### config.mk
export PLATFORM = sky130hd
export DESIGN_NAME = crc8_framed_packet_receiver
export DESIGN_NICKNAME = d
export VERILOG_FILES = /design/src/rtl/crc8fr_pkg.sv /design/src/rtl/crc8_framed_packet_receiver.sv
export SDC_FILE = /design/constraint.sdc
export NUM_CORES = 1
export LEC_CHECK = 0
export BUFFER_PORTS_ARGS = -buffer_cell sky130_fd_sc_hd__buf_2
export CORE_ASPECT_RATIO = 1.4
export CORE_MARGIN = 1.5
export CORE_UTILIZATION = 40
export CTS_CLUSTER_DIAMETER = 30
export DETAILED_ROUTE_END_ITERATION = 8
export HOLD_SLACK_MARGIN = 0.02
export PLACE_DENSITY = 0.55
export SLEW_MARGIN = 10
export SYNTH_ARGS = -nofsm -noshare
export SYNTH_HDL_FRONTEND = slang
export SYNTH_SLANG_ARGS = --single-unit
### constraint.sdc
create_clock -name clk -period 6.9 [get_ports clk]
set_input_delay 0.69 -clock clk [delete_from_list [all_inputs] [get_ports clk]]
set_output_delay 0.69 -clock clk [all_outputs]
set_load 0.03 [all_outputs]
### src/rtl/crc8fr_pkg.sv
// Package for the CRC-8 framed packet receiver.
// Holds frame marker bytes, the CRC polynomial, the length limit default and the CRC step.
// No dependencies.
`default_nettype none

package crc8fr_pkg;

  localparam logic [7:0] HDR0        = 8'h55;
  localparam logic [7:0] HDR1        = 8'hAA;
  localparam logic [7:0] CRC_POLY    = 8'h8C;
  localparam int         MAX_PAYLOAD = 12;
  localparam int         SLOT_N      = 5;

  function automatic logic [7:0] crc8_byte(input logic [7:0] crc, input logic [7:0] b);
    logic [7:0] c;
    c = crc ^ b;
    for (int i = 0; i < 8; i++) begin
      c = c[0] ? ((c >> 1) ^ CRC_POLY) : (c >> 1);
    end
    return c;
  endfunction

  localparam logic [7:0] HDR_CRC = crc8_byte(crc8_byte(8'h00, HDR0), HDR1);

endpackage

`default_nettype wire

### src/rtl/crc8_framed_packet_receiver.sv
// Receiver for framed byte packets: 0x55 0xAA header, length, payload, CRC-8 check, trailer.
// Emits two signed speeds and a flag per good frame. Depends on crc8fr_pkg.
// The result is registered: res_valid rises in the cycle after the second trailer byte is accepted.
// Throughput: one byte beat per cycle unless stalled; the per-byte CRC step is one unrolled stage.
// Input stalls only while a result is held and the next byte would complete another frame.
// Reset: synchronous, active high; hunting for the header, CRC and counters zero,
// stored frame bytes zero, no result held.
`default_nettype none

module crc8_framed_packet_receiver #(
  parameter int MAX_PAYLOAD = crc8fr_pkg::MAX_PAYLOAD
) (
  input  wire logic               clk,
  input  wire logic               rst,
  input  wire logic               rx_valid,
  output      logic               rx_stall,
  input  wire logic [7:0]         rx_byte,
  output      logic               res_valid,
  input  wire logic               res_stall,
  output      logic signed [15:0] left_speed,
  output      logic signed [15:0] right_speed,
  output      logic [7:0]         ctrl_flag
);
  import crc8fr_pkg::*;

  localparam int LEN_W = $clog2(MAX_PAYLOAD + 1);
  localparam int EXT_W = LEN_W + 3;
  localparam logic [7:0] MAX_LEN = 8'(MAX_PAYLOAD);

  typedef enum logic [1:0] {
    PH_LEN,
    PH_PAYLOAD,
    PH_CHECK,
    PH_TRAILER
  } phase_t;

  logic             hunting;
  logic [7:0]       prev_byte;
  phase_t           phase;
  logic [LEN_W-1:0] frame_len;
  logic [LEN_W-1:0] payload_count;
  logic [7:0]       running_crc;
  logic             trailer_seen;
  logic [7:0]       frame_bytes [SLOT_N];

  logic             accept;
  logic             emit_pending;
  logic             res_take;
  logic [7:0]       crc_next;
  logic [LEN_W-1:0] count_next;
  logic [EXT_W-1:0] count_ext;
  logic [EXT_W-1:0] len_ext;

  assign emit_pending = !hunting && (phase == PH_TRAILER) && trailer_seen;
  assign rx_stall     = res_valid && res_stall && emit_pending;
  assign accept       = rx_valid && !rx_stall;
  assign res_take     = res_valid && !res_stall;
  assign crc_next     = crc8_byte(running_crc, rx_byte);
  assign count_next   = payload_count + LEN_W'(1);
  assign count_ext    = EXT_W'(payload_count);
  assign len_ext      = EXT_W'(frame_len);

  always_ff @(posedge clk) begin
    if (rst) begin
      hunting       <= 1'b1;
      prev_byte     <= 8'h00;
      phase         <= PH_LEN;
      frame_len     <= '0;
      payload_count <= '0;
      running_crc   <= 8'h00;
      trailer_seen  <= 1'b0;
      res_valid     <= 1'b0;
      for (int i = 0; i < SLOT_N; i++) begin
        frame_bytes[i] <= 8'h00;
      end
    end else begin
      if (res_take) begin
        res_valid <= 1'b0;
      end
      if (accept) begin
        if (hunting) begin
          if (rx_byte == HDR1) begin
            if (prev_byte == HDR0) begin
              hunting       <= 1'b0;
              phase         <= PH_LEN;
              payload_count <= '0;
              trailer_seen  <= 1'b0;
              running_crc   <= HDR_CRC;
            end
          end else begin
            prev_byte <= rx_byte;
          end
        end else begin
          unique case (phase)
            PH_LEN: begin
              if (rx_byte > MAX_LEN) begin
                hunting      <= 1'b1;
                prev_byte    <= 8'h00;
                phase        <= PH_LEN;
                frame_len    <= '0;
                payload_count <= '0;
                running_crc  <= 8'h00;
                trailer_seen <= 1'b0;
              end else begin
                running_crc   <= crc_next;
                frame_len     <= rx_byte[LEN_W-1:0];
                payload_count <= '0;
                phase         <= (rx_byte == 8'h00) ? PH_CHECK : PH_PAYLOAD;
              end
            end
            PH_PAYLOAD: begin
              if (count_ext < EXT_W'(SLOT_N)) begin
                frame_bytes[count_ext[2:0]] <= rx_byte;
              end
              running_crc <= crc_next;
              if (count_next >= frame_len) begin
                payload_count <= '0;
                phase         <= PH_CHECK;
              end else begin
                payload_count <= count_next;
              end
            end
            PH_CHECK: begin
              if (len_ext < EXT_W'(SLOT_N)) begin
                frame_bytes[len_ext[2:0]] <= rx_byte;
              end
              if (rx_byte != running_crc) begin
                hunting      <= 1'b1;
                prev_byte    <= 8'h00;
                phase        <= PH_LEN;
                frame_len    <= '0;
                payload_count <= '0;
                running_crc  <= 8'h00;
                trailer_seen <= 1'b0;
              end else begin
                phase        <= PH_TRAILER;
                trailer_seen <= 1'b0;
              end
            end
            PH_TRAILER: begin
              if (!trailer_seen) begin
                trailer_seen <= 1'b1;
              end else begin
                res_valid    <= 1'b1;
                hunting      <= 1'b1;
                prev_byte    <= 8'h00;
                phase        <= PH_LEN;
                frame_len    <= '0;
                payload_count <= '0;
                running_crc  <= 8'h00;
                trailer_seen <= 1'b0;
              end
            end
            default: begin
              phase <= PH_LEN;
            end
          endcase
        end
      end
    end
  end

  always_ff @(posedge clk) begin
    if (accept && emit_pending) begin
      left_speed  <= {frame_bytes[1], frame_bytes[0]};
      right_speed <= {frame_bytes[3], frame_bytes[2]};
      ctrl_flag   <= frame_bytes[4];
    end
  end

  a_stall_needs_result: assert property (@(posedge clk) disable iff (rst)
    rx_stall |-> res_valid)
    else $error("input stalled with no result held");

  a_len_limit: assert property (@(posedge clk) disable iff (rst)
    !hunting && phase != PH_LEN |-> 8'(frame_len) <= MAX_LEN)
    else $error("frame length above limit");

  a_count_below_len: assert property (@(posedge clk) disable iff (rst)
    !hunting && phase == PH_PAYLOAD |-> payload_count < frame_len)
    else $error("payload count ran past frame length");

  a_emit_rehunt: assert property (@(posedge clk) disable iff (rst)
    accept && emit_pending |=> res_valid && hunting && prev_byte == 8'h00)
    else $error("frame end did not load result and resume hunting");

  a_hunt_idle: assert property (@(posedge clk) disable iff (rst)
    hunting |-> running_crc == 8'h00 || phase == PH_LEN)
    else $error("hunting with stale frame state");

endmodule

`default_nettype wire

Yosys cells after proc, flatten, opt, wreduce, memory -nomap -nowiden
Memories as Yosys holds them, arrays and structs flattened. A register that Yosys moved wholly into a read port is not among the register bits.
Cells that the tools add are included.
Word-level totals
  output and inout port bits: 42
  ROM bits: 0
  bits in latches: 0
  memory bits (writable): 40
  memories: 1
  bits in registers: 29
  bits of input ports: 12
Operators by class
  div/mod/pow operators: 0
  multiplexer cells: 75
  $mul: 0
  add/subtract/negate cells: 1
  bitwise operators: 10
  reduce and logical (&&, ||, !) cells: 21
  eq/ne operators: 15
  order comparisons: 4
  shifts and indexed selects: 0
Memories
  frame_bytes: depth 5, width 8, rd ports 5, clocked after memory_dff 5, wr ports 5, RTL line crc8_framed_packet_receiver.sv:44  | logic [7:0] frame_bytes [SLOT_N];
Operators with widths (count)
  8-bit two-way mux: 19
  1-bit two-way mux: 32
  8-bit case mux with 4 select lines: 1
  4-bit two-way mux: 7
  2-bit NOT with 3-bit output: 8
  8-bit case mux with 3 select lines: 1
  5-bit AND reduction: 4
  2-bit two-way mux: 8
  4-bit case mux with 4 select lines: 1
  8-bit OR reduction: 2
  3-bit inequality test, second input constant: 4
  4-bit case mux with 3 select lines: 1
  8-bit by 7-bit equality test with 1-bit output, second input constant: 1
  8-bit equality test, second input constant: 1
  8-bit by 4-bit > comparator with 1-bit output, second input constant: 1
  8-bit zero test: 1
  4-bit by 3-bit less-than comparator with 1-bit output, second input constant: 2
  8-bit inequality test: 1
  2-bit case mux with 4 select lines: 1
  8-bit bitwise XOR: 1
  1-bit logical AND: 7
  3-bit two-way mux: 2
  2-bit inequality test, second input constant: 3
  1-bit case mux with 3 select lines: 2
  11 further kinds: 15

Longest topological paths before layout
  depth in word-level cells: 20
  depth in mapped cells: 8
  gate-level depth less buffers: 8

Least setup slack after synthesis
Ideal clock, no wire load.
  kind: in2reg
  from: input port res_stall
  to: register ctrl_flag[0] (read register of frame_bytes) (enable)
  data required time: 6.463 ns
  setup time: 0.437 ns
  stages on the path: 3
  path buffers: 0
  slack: 3.865 ns
  data arrival time: 2.598 ns
  path through: nand2_1 > o21ai_2 > nor2_1
Between the ends
  word-level cells in the longest chain between the ends: 5
RTL lines
  start: declaration: RTL line crc8_framed_packet_receiver.sv:19  | input wire logic res_stall,
  1-bit logical AND (2 in series): RTL line crc8_framed_packet_receiver.sv:55  | assign rx_stall = res_valid && res_stall && emit_pending;
  1-bit zero test: RTL line crc8_framed_packet_receiver.sv:56  | assign accept = rx_valid && !rx_stall;
  1-bit logical AND: RTL line crc8_framed_packet_receiver.sv:56
  1-bit logical AND: RTL line crc8_framed_packet_receiver.sv:164  | if (accept && emit_pending) begin
  end: declaration: RTL line crc8_framed_packet_receiver.sv:22  | output logic [7:0] ctrl_flag
No other way between the ends.
A chain may end at the register's enable or synchronous reset.

==> run summary <==
The flow ran to the end, and the final reports show no timing, DRC or antenna violations. The run gives 13,700 um as the wire length of the first global-routing pass. The average vias per placed instance is 5.17.

The number of global-route vias before repair was 2,667. The smallest clock period supported by the final layout is computed as 3.40 ns. Yosys mapped the design onto 48 distinct sky130hd cell types. The number of primary I/O pins is 54. The floorplan step set the die width to 93.0 um.

The run gives 3.57 ns as the worst-case setup slack after placement. The top-area cell type share of the netlist area is 0.530, and the detailed-placement wirelength estimate is 5920 um. The global-route track usage on met2 was 0.255; the height of the die was 129 um. The global routing's busiest layer was met2. The finished layout holds 538 standard cells, fillers aside. Of all cell types, the one taking the most synthesized area is edfxtp_1.

The worst setup path is of the reg2reg kind. The run gives 0.153 as the total global routing track utilization. Across the run, the number of max-cap violations was 0. Entering global routing, the biggest net connects 41 pins. Count of buffers added by post-CTS timing repair for setup: 0.

TritonCTS built the clock tree. The met3 track demand over resource is 0.0325, and the synthesized area divided by synthesized cell count is 13.2 um2. Hold repair after CTS inserted 0 buffers.

The worst-case IR drop observed on VDD is 108 uV. The Yosys step of the flow raised 0 warnings. The analysis attributes to net switching a power of 285 uW. Data arrives at the worst endpoint at 3.45 ns. The clock arrives with 0.0110 ns of skew. Summed over all layers, the global routing overflow is 0.

The detailed router placed 2,779 vias in this run. The post-synthesis instance area was 4530 um2. The routed wirelength normalized by instance count is 16.0 um, and the number of failing hold endpoints at the final stage is 0. The final setup slack of the worst path was 3.50 ns. The worst relative slew slack came out at 0.152. After technology mapping, the gate count stands at 343. For the later-pin clock latency in the skew report, the log shows 0.34 ns.

The final cycle utilization of the critical path is 0.493. For the routed wire length, the log shows 8610 um. Counting instances in the post-synthesis netlist gives the leading cell types as edfxtp_1 (80), and2_1 (42), dfxtp_1 (29).

The clock slew seen by the registers of the worst setup and hold paths is 0.08 ns, and the synthesized netlist net count is 361. Yosys attributes the largest share of cell area to edfxtp_1 (53%), dfxtp_1 (13%), and2_1 (5.8%). In this run, synthesis produced a sequential element count of 109. For this design, the sink count on the clock tree is 109. In the final timing run, aggregate negative setup slack is 0 ns. For this run, design rule violations remaining after detail routing come to 0. Setup violations remaining at the end of the flow were counted as 0.

Routability-driven placement finished with a final weighted congestion of 0.807. The logs give 0 for the number of gates given a new drive strength after cts and 0 for the number of antenna violations at the first check in global routing. STA classifies the critical path startpoint as a flip-flop. For this run, the top clock speed supported by timing is 0.294 GHz. The run gives 12,000 um2 as the total die area.

In this run, synthesis inferred 80 flip-flops with an integrated enable. The switching portion of total power works out to 0.223. Cell area power density: 246 nW/um2. The number of buffers inserted by port buffering was 53. The critical-path maximum fanout was 14. The number of core rows was 45. The maximum level of the CTS H-tree is 3, and the fraction of the yosys area taken by sequential cells is 0.658.

The detail route stage leaves a number of antenna-violating nets equal to 0. The layout net count was 410. In this run the standard cell core region covers 10,900 um2.

The fraction of registers with async set/reset is 0. At the pin with the least slew margin, the transition time is 1.26 ns. At the worst endpoint, the required time is 6.94 ns. No sink is reached through more buffers than the 2 on the longest clock path. The post-synthesis to final-layout area growth works out to 14.5%. Setup repair after global routing left no endpoint under its margin. The primary flip-flop cell chosen by synthesis mapping is edfxtp_1.

The count of final max-slew check failures was 0. Before antenna repair, the detailed router went through 4 iterations. Counting the buffers created by CTS gives 9. Counting tap cells, the placed design contains a total of 522 instances. The most used standard cell by instance count after synthesis was edfxtp_1. The min-delay analysis places its worst path in the category reg2reg. The tree is rooted in a clkbuf_16. The endpoint kind of the worst setup timing path is a flip-flop.

Internal portion of total power: 991 uW. The number of antenna diodes in the final layout is 0. The starting density of the core was 0.415. The clock share of power was 0.383; the combinational share of power was 0.054. For the count of routing violations after the opening detailed-route iteration, the log shows 171. The share of power burned in registers was 0.563. The leakage dissipation came out at 0.00189 uW. The global-route track usage on met1 is 0.187, and the utilization after layout is 0.475. The proportion of layout cells with a drive suffix above 1 is 0.214.
## cell type report
type / count / area, um2
clock buffers: 10 / 229
clock inverters: 6 / 52.6
fillers: 996 / 5730
inverters: 9 / 33.8
multi-input cells: 209 / 1450
flip-flops and latches: 109 / 2980
well taps: 141 / 176
repair buffers: 54 / 273
## power groups by stage
stage	clock network (uW)	logic, uW	registers, uW
floorplan	0	53.5	730
global placement	0	68.3	732
detailed placement	0	68.9	733
CTS	504	69.3	718
global route	527	74.8	719
finish	489	68.9	718
## critical path, stage by stage (launching register included)
cell	delay (ns)
dfxtp_1	0.66
nand4b_1	0.34
o21ai_2	0.18
nor4_1	0.99
nand2_1	0.13
a21oi_1	0.48
or2_2	0.32
## through the flow
stage          instance area [um2]  power (uW)  hold WS (ns)
2_1_floorplan                 4530         783         0.400
3_3_place_gp                  4910         801         0.404
4_1_cts                       5190        1290         0.422
5_1_grt                       5190        1320         0.431
6_report                      5190        1280         0.420
3_5_place_dp                  4910         802         0.405
## final timing paths
path	startpoint	slack, ns	to	cells past startpoint
worst max register to register	hunting	3.50	frame_bytes[4][0]	6
worst min-delay path	frame_bytes[1][4]	0.42	left_speed[12]	0
worst min register to register	frame_bytes[1][4]	0.42	left_speed[12]	0
worst max-delay path	hunting	3.50	frame_bytes[4][0]	6
## sequential cells by signal (all words and copies together), names as in the netlist, 4 cells and up
register       count
frame_bytes       40
left_speed        16
right_speed       16
ctrl_flag          8
prev_byte          8
running_crc        8
frame_len          4
payload_count      4
## routing by layer
metal / vias to the layer above / wire length (um)
li1: 1355 / -
met1: 1344 / 3650
met2: 61 / 4430
met3: 19 / 297
met4: 0 / 238
met5: - / 0
## layout by cell type, fill, tap and decap left out, types with 2 or more instances in the layout
cell type  synthesis  layout
edfxtp_1          80      80
buf_2              4      53
and2_1            42      42
dfxtp_1           29      29
a21oi_1           17      17
xnor2_1           16      16
nand2_1           15      15
nor2_1            15      14
nand3_1           12      12
inv_1              9       9
clkbuf_16          0       9
a22o_1             8       8
or4_1              6       6
ha_1               6       6
o21ai_0            5       5
nor2b_1            5       5
nand4_1            5       5
or2_2              5       5
nor3_1             5       5
xor2_1             4       4
nor4_1             4       4
or3_1              3       3
mux2_2             3       3
nand4b_1           2       2
o21ai_2            2       2
o31ai_1            2       2
and4_1             2       2
or4bb_1            2       2
nand2b_1           2       2
a21o_1             2       2
nand3b_1           2       2
mux2i_1            2       2
inv_8              0       2
inv_6              0       2
## cell families after synthesis
group,after synthesis,share of synthesized area
compound gates,47,0.0756
xor+xnor,21,0.0436
simple gates,130,0.169
mux,5,0.0119
buf+inv,25,0.0251
flops,109,0.658
fa+ha+maj,6,0.0166
Power figures use the tool's default switching activity.
